--- src/sv/bit_field_store_core_macros.svh ---
// Assertion helpers for the bit field store. Each use expects clk_i and rst_ni in scope.
`ifndef BIT_FIELD_STORE_CORE_MACROS_SVH
`define BIT_FIELD_STORE_CORE_MACROS_SVH

// Same-cycle implication, disabled while reset is active.
`define BFS_ASSERT_IMP(label, ante, cons, msg) \
  label: assert property (@(posedge clk_i) disable iff (!rst_ni) (ante) |-> (cons)) \
    else $error(msg);

// Next-cycle implication, disabled while reset is active.
`define BFS_ASSERT_NXT(label, ante, cons, msg) \
  label: assert property (@(posedge clk_i) disable iff (!rst_ni) (ante) |=> (cons)) \
    else $error(msg);

`endif

--- src/sv/bfs_pkg.sv ---
package bfs_pkg;

  localparam int unsigned START_W = 13;
  localparam int unsigned COUNT_W = 7;
  localparam int unsigned DATA_W = 64;
  localparam int unsigned WORD_BITS = 64;
  localparam int unsigned OFF_W = 6;
  localparam int unsigned MAX_FIELD_BITS = 64;
  localparam int unsigned STORE_BYTES_DEF = 1024;

  localparam logic KIND_READ = 1'b0;
  localparam logic KIND_WRITE = 1'b1;

  typedef enum logic [3:0] {
    ST_IDLE = 4'b0001,
    ST_LO   = 4'b0010,
    ST_HI   = 4'b0100,
    ST_FIN  = 4'b1000
  } bfs_state_e;

  // Commands from the controller to the datapath.
  typedef struct packed {
    logic accept;
    logic mem_lo;
    logic mem_hi;
    logic load_out;
  } bfs_cmd_t;

  // Status from the datapath to the controller.
  typedef struct packed {
    logic is_write;
    logic err;
    logic need_hi;
    logic out_free;
  } bfs_sts_t;

  // Mask with the low cnt bits set; counts of 64 and above give all ones.
  function automatic logic [DATA_W-1:0] low_mask(input logic [COUNT_W-1:0] cnt);
    logic [DATA_W-1:0] m;
    if (cnt >= COUNT_W'(DATA_W)) begin
      m = '1;
    end else begin
      m = (DATA_W'(1) << cnt) - DATA_W'(1);
    end
    return m;
  endfunction

endpackage

--- src/sv/bfs_ctrl.sv ---
module bfs_ctrl (
  input  logic              clk_i,
  input  logic              rst_ni,
  input  logic              in_valid_i,
  output logic              in_ready_o,
  input  bfs_pkg::bfs_sts_t sts_i,
  output bfs_pkg::bfs_cmd_t cmd_o
);
  import bfs_pkg::*;

  bfs_state_e state_q, state_d;

  always_comb begin
    state_d = state_q;
    cmd_o = '0;
    in_ready_o = 1'b0;
    unique case (state_q)
      ST_IDLE: begin
        in_ready_o = 1'b1;
        if (in_valid_i) begin
          cmd_o.accept = 1'b1;
          state_d = ST_LO;
        end
      end
      ST_LO: begin
        // A refused request never touches the memory.
        if (sts_i.err) begin
          state_d = ST_FIN;
        end else begin
          cmd_o.mem_lo = 1'b1;
          if (sts_i.is_write && !sts_i.need_hi) begin
            state_d = ST_FIN;
          end else begin
            state_d = ST_HI;
          end
        end
      end
      ST_HI: begin
        cmd_o.mem_hi = 1'b1;
        state_d = ST_FIN;
      end
      ST_FIN: begin
        if (sts_i.out_free) begin
          cmd_o.load_out = 1'b1;
          state_d = ST_IDLE;
        end
      end
      default: begin
        state_d = ST_IDLE;
      end
    endcase
  end

  always_ff @(posedge clk_i or negedge rst_ni) begin
    if (!rst_ni) begin
      state_q <= ST_IDLE;
    end else begin
      state_q <= state_d;
    end
  end

endmodule

--- config.mk ---
export PLATFORM = sky130hd
export DESIGN_NAME = bfs_ctrl
export DESIGN_NICKNAME = d
export VERILOG_FILES = /design/src/sv/bit_field_store_core_macros.svh /design/src/sv/bfs_pkg.sv /design/src/sv/bfs_ctrl.sv
export SDC_FILE = /design/constraint.sdc
export NUM_CORES = 1
export LEC_CHECK = 0
export BUFFER_PORTS_ARGS = -buffer_cell sky130_fd_sc_hd__buf_2
export CAP_MARGIN = 25
export CORE_AREA = 2 2 39 41
export CTS_CLUSTER_SIZE = 8
export DETAILED_ROUTE_END_ITERATION = 7
export DIE_AREA = 0 0 41 43
export MAX_ROUTING_LAYER = met4
export SYNTH_ARGS = -nofsm -noshare
export SYNTH_HDL_FRONTEND = slang
export SYNTH_SLANG_ARGS = --single-unit
--- constraint.sdc ---
create_clock -name clk_i -period 1.4 [get_ports clk_i]
set_input_delay 0.07 -clock clk_i [delete_from_list [all_inputs] [get_ports clk_i]]
set_output_delay 0.07 -clock clk_i [all_outputs]
set_load 0.02 [all_outputs]
==> out/results.tsv, run 1 <==
metric	value	unit
Worst-path clk slew	0.04	ns
Power Total	669.8	uW
Overflow after GRT	0	
antenna viol nets, final	0	
syn avg cell area	9.555	um^2
initial antenna violation count	0	
crit path capture type	output port	
CORE AREA	1384	um^2
setup violators final	0	
Setup WS post-layout	0.04109	ns
vias per cell	4.052	
biggest regs	state_q (4)	
Initial Utilization	15.19	%
vias	235	
input/output buffers	11	
Nets	50	
busiest grt layer	met2	
met1 usage	7.166	%
Reg with most FFs	state_q	
DRT iter0 DRCs	0	
WL final	496	um
Layout area overhead	80.36	%
Crit-path slowest cell	dfstp_2	
pin count of the biggest net entering global routing	7	
htree depth	1	
status	finished clean	
synthesized cell area	210.2	um^2
register area share after synthesis	48.21	%
clk sinks	4	
Ports	12	
CP startpoint kind	flip-flop	
root buffer cell	clkbuf_4	
Clock Latency Late Sink	0.23	ns
YS warnings	0	
met3 usage	4.712	%
Worst Tran Pin Value	0.2608	ns
total negative slack	0	ns
Worst Path Max Fanout	6	
fin crit period	1.359	ns
Lkg Pwr	0.0001922	uW
total track usage	6.715	%
WP data arrival	1.29	ns
Antenna diodes	0	
highest clock rate	735.9	MHz
worst hold path class	in2reg	
layout cells sized above 1	52.38	%
die area	1763	um^2
first-pass GRT wire length	779	um
die height	43	um
register area	101.3	um^2
max reg flops	4	
Critical Path Max Stage Delay	0.57	ns
critical path type	reg2out	
hpwl dp	393	um
Final Cycle Share	97.07	%
WL per Instance	8.552	um
Std-Cell Rows	14	
total CTS buffers	3	
Slew HR	82.61	%
GP Congestion	0.6719	
area of the multi-input gates	118.9	um^2
die width	41	um
Req. time, crit path	1.33	ns
worst-case vdd ir drop	0.5191	mV
M2 GR Usage	9.688	%
syn_nets	29	
fillcell total	150	
CTS tree	done	
crit path cell chain	nor4b_4 -> nand2_1 -> inv_2 -> buf_6	
post-synthesis register bit count	4	
synthesized instance count	22	
Clock Tree Buf Depth	2	
endpoints failing hold	0	
Worst Skew	0.008829	ns
Slew Limit Fails	0	
pwr dens	1767	nW/um^2
Synth cell types	15	
Residual DRC	0	
post-place setup slack	0.1453	ns
Max-Cap Viols	0	
RSZ-0062 raised after global routing	yes	
number of global-route vias before repair	218	
first drt pass iteration count	1	
cell type report:
| class | instances | share of cell area (%) |
|---|---|---|
| Clock buffer | 4 | 6.931 |
| Multi-Input combinational cell | 16 | 31.35 |
| Tap cell | 16 | 5.281 |
| Inverter | 2 | 1.980 |
| Sequential cell | 4 | 26.73 |
| Timing Repair Buffer | 16 | 27.72 |
Yosys cell counts:
master,n,area [um^2]
dfrtp_1,3,75.07
nor3_1,3,15.01
inv_1,2,7.510
nand3b_1,2,15.01
nor2_1,2,7.510
a21o_1,1,7.510
a21oi_1,1,5.000
dfstp_2,1,26.28
nand2_1,1,3.750
nand2b_1,1,6.260
nor2b_1,1,6.260
nor4b_1,1,8.760
o211a_1,1,10.01
o211ai_1,1,7.510
or3b_1,1,8.760
where the power goes:
| group | total, uW | switching [uW] | internal (uW) |
|---|---|---|---|
| Clock | 155 | 47.6 | 107 |
| Combinational | 303 | 130 | 173 |
| Sequential | 212 | 54.5 | 158 |
layer usage:
metal | vias to the layer above | wire [um]
met5 | - | 0
met1 | 112 | 206
met3 | 0 | 36
met2 | 5 | 254
li1 | 118 | -
met4 | 0 | 0
metrics by stage:
step	cell area (um^2)	std cells	hold WS, ns	util (%)
detailed placement	307.8	50	-0.1207	22.24
CTS	351.6	56	0.01727	25.41
floorplan	225.2	22	-0.2256	-
finish	379.1	58	0.02046	27.40
global placement	307.8	50	-0.1200	22.24
global route	379.1	58	0.01957	27.40
cells in the final DEF, fill, tap and decap left out:
| master | n |
|---|---|
| clkbuf_1 | 1 |
| nand3b_1 | 2 |
| dfstp_2 | 1 |
| nor2_2 | 1 |
| dfrtp_1 | 3 |
| nor2_1 | 1 |
| buf_4 | 3 |
| o211a_1 | 1 |
| a21o_1 | 1 |
| a21oi_1 | 1 |
| inv_1 | 1 |
| o211ai_1 | 1 |
| buf_2 | 10 |
| buf_6 | 2 |
| clkbuf_4 | 3 |
| nand2_1 | 1 |
| inv_2 | 1 |
| nor3_1 | 3 |
| nand2b_1 | 1 |
| nor2b_1 | 1 |
| or3b_1 | 1 |
| nor4b_4 | 1 |
| dlygate4sd3_1 | 1 |
worst max-delay path: cells and delay by family (launching register included):
family,cells,cell delay (ns)
flops,1,0.57
buf+inv,2,0.16
simple gates,2,0.33
path summary, 6_finish.rpt:
path                            start         end  slack, ns  cells past startpoint
max in group asynchronous      rst_ni  state_q[0]       1.02                      2
hold reg to reg            state_q[0]  state_q[3]       0.53                      1
min in group asynchronous      rst_ni  state_q[3]       0.16                      2
hold / removal               sts_i[2]  state_q[2]       0.02                      2
setup / recovery           state_q[0]    cmd_o[3]       0.04                      4
setup reg to reg           state_q[0]  state_q[0]       0.07                      5
timing repair:
action,4_1_cts,5_1_grt
setup buffers,1,2
gates cloned,0,0
endpoints found under the hold margin,4,0
endpoints found under the setup margin,1,2
hold buffers,1,0
resized for setup,0,5
pin swaps,1,1
cells by family (layout without fill, tap and decap cells):
logic type | Yosys count | in the layout | share of synthesized area (%)
buffers and inverters | 2 | 22 | 3.573
AOI/OAI and AO/OA | 4 | 4 | 14.29
DFF | 4 | 4 | 48.22
and+or+nand+nor | 12 | 12 | 33.93
Power figures use the tool's default switching activity.
==> inputs of run 2 (changes only) <==
Settings changed: PLACE_DENSITY set to 0.42.
==> run 2 against run 1 <==
Against the previous run:
- clock skew decreased by 0.0015 ns
- final cell count increased by 3.4%
- die area is the same
- core utilization increased by 1.2 points
- critical path type unchanged
- critical endpoint unchanged
- largest power group unchanged
==> out/results.tsv, run 2 (synthesized netlist as in run 1, its figures left out) <==
metric	value	unit	change
Layout area overhead	88.09	%	
number of global-route vias before repair	265		+22%
Req. time, crit path	1.33	ns	about the same
total track usage	9.194	%	+2.5 points
htree depth	1		unchanged
Antenna diodes	0		unchanged
fillcell total	153		+2.0%
vias per cell	3.917		-3.3%
status	finished clean		
total negative slack	0	ns	unchanged
Power Total	695.9	uW	+3.9%
crit path capture type	output port		
DRT iter0 DRCs	2		+2
first-pass GRT wire length	1062	um	+36%
register area	102.6	um^2	+1.2%
FF-to-FF setup slack	0.11	ns	+0.04 ns
fin crit period	1.321	ns	-0.03841 ns
antenna viol nets, final	0		unchanged
DP Cell Count	50		unchanged
CP startpoint kind	flip-flop		
endpoints failing hold	0		unchanged
Ports	12		unchanged
pwr dens	1760	nW/um^2	-0.39%
area of the multi-input gates	116.4	um^2	-2.1%
max reg flops	4		unchanged
Lkg Pwr	0.0001997	uW	+3.9%
die area	1763	um^2	unchanged
Worst Skew	0.007311	ns	-0.001517 ns
reg-to-reg startpoint	state_q[1]		
vias	235		unchanged
Residual DRC	0		unchanged
Max-Cap Viols	0		unchanged
biggest regs	state_q (4)		
layout cells sized above 1	52.27	%	-0.11 points
most frequent cells in the layout	buf_2, buf_4, nor3_1, clkbuf_4		
commonest non-fill, non-tap cell in the layout	buf_2		
CORE AREA	1384	um^2	unchanged
highest clock rate	757.3	MHz	+2.9%
Reg with most FFs	state_q		
hpwl dp	402.7	um	+2.5%
Cell Count, Final, Fillers Out	60		+3.4%
Slew HR	86.01	%	+3.4 points
die height	43	um	unchanged
Hold Crit Start	sts_i[2]		
root buffer cell	clkbuf_4		
Overflow after GRT	0		unchanged
initial antenna violation count	0		unchanged
first drt pass iteration count	3		+2
Initial Utilization	15.19	%	unchanged
Worst Path Max Fanout	6		unchanged
critical path type	reg2out		
Clock Latency Late Sink	0.24	ns	about the same
die width	41	um	unchanged
hold path depth	2		unchanged
WP data arrival	1.25	ns	-0.04 ns
WL per Instance	9.400	um	+9.9%
RSZ-0062 raised after global routing	yes		
Endpoint, Worst Hold	state_q[2]		
Worst-path clk slew	0.04	ns	about the same
CTS tree	done		
Std-Cell Rows	14		unchanged
FF-to-FF path depth	5		unchanged
pin count of the biggest net entering global routing	7		unchanged
Worst Tran Pin Value	0.2090	ns	-0.05177 ns
input/output buffers	11		unchanged
total CTS buffers	3		unchanged
setup violators final	0		unchanged
Slew Limit Fails	0		unchanged
Post-Route Utilization	28.57	%	+1.2 points
WL final	564	um	+14%
Clock Tree Buf Depth	2		unchanged
Final Cycle Share	94.32	%	-2.7 points
worst-case vdd ir drop	0.5436	mV	+4.7%
GP Congestion	0.6642		-1.1%
Nets	52		+4.0%
worst hold path class	in2reg		
FF-to-FF End	state_q[0]		
clk sinks	4		unchanged
-- run 2: cell count changes in the layout (fill, tap and decap cells not counted), sizes merged --
cell and change:
buf +2
-- run 2: power breakdown --
part / internal (uW) / switching, uW
sequential: 159 / 40.9
combinational: 191 / 147
clock: 107 / 50.6
-- run 2: worst max path at each step --
stage	slack, ns	from	cells past startpoint	end
5_1_grt	-0.009	state_q[2]	5	cmd_o[3]
4_1_cts	0.009	state_q[2]	5	cmd_o[2]
2_1_floorplan	0.13	state_q[0]	3	cmd_o[3]
6_report	0.08	state_q[1]	4	cmd_o[3]
3_5_place_dp	0.14	state_q[3]	3	state_q[0]
3_3_place_gp	0.16	state_q[3]	3	state_q[0]
-- run 2: timing repair --
action,4_1_cts,5_1_grt
endpoints found under the hold margin,4,0
setup endpoints to repair,2,2
buffers inserted,3,2
pin swaps,1,1
hold buffers,1,0
resized for setup,1,4
-- run 2: routing by layer --
| metal | track usage, % | wire, um | part of all wire [%] | vias up |
|---|---|---|---|---|
| met5 | - | 0 | 0 | - |
| met4 | 2.000 | 0 | 0 | 0 |
| met3 | 4.712 | 24 | 4.3 | 0 |
| met2 | 14.06 | 303 | 54 | 5 |
| met1 | 10.42 | 236 | 42 | 109 |
| li1 | - | - | - | 121 |
-- run 2: metrics by stage --
step | setup WS [ns] | area, um^2 | hold slack [ns]
after floorplan | 0.1289 | 225.2 | -0.2256
after global placement | 0.1645 | 307.8 | -0.1234
after detailed placement | 0.1375 | 307.8 | -0.1214
after CTS | 0.008594 | 369.1 | 0.01242
after global routing | -0.009416 | 395.4 | 0.02534
final | 0.07950 | 395.4 | 0.01524
-- run 2: critical path: stages, from the launching register on --
cell,delay [ns]
dfrtp_2,0.44
nor4b_4,0.30
nand2_1,0.10
inv_1,0.07
buf_6,0.11
-- run 2: final cells by class --
cell class,count,share of cell area [%]
Timing Repair Buffer,18,31.01
Sequential cell,4,25.95
Clock buffer,4,6.646
Tap cell,16,5.063
Multi-Input combinational cell,16,29.43
Inverter,2,1.899
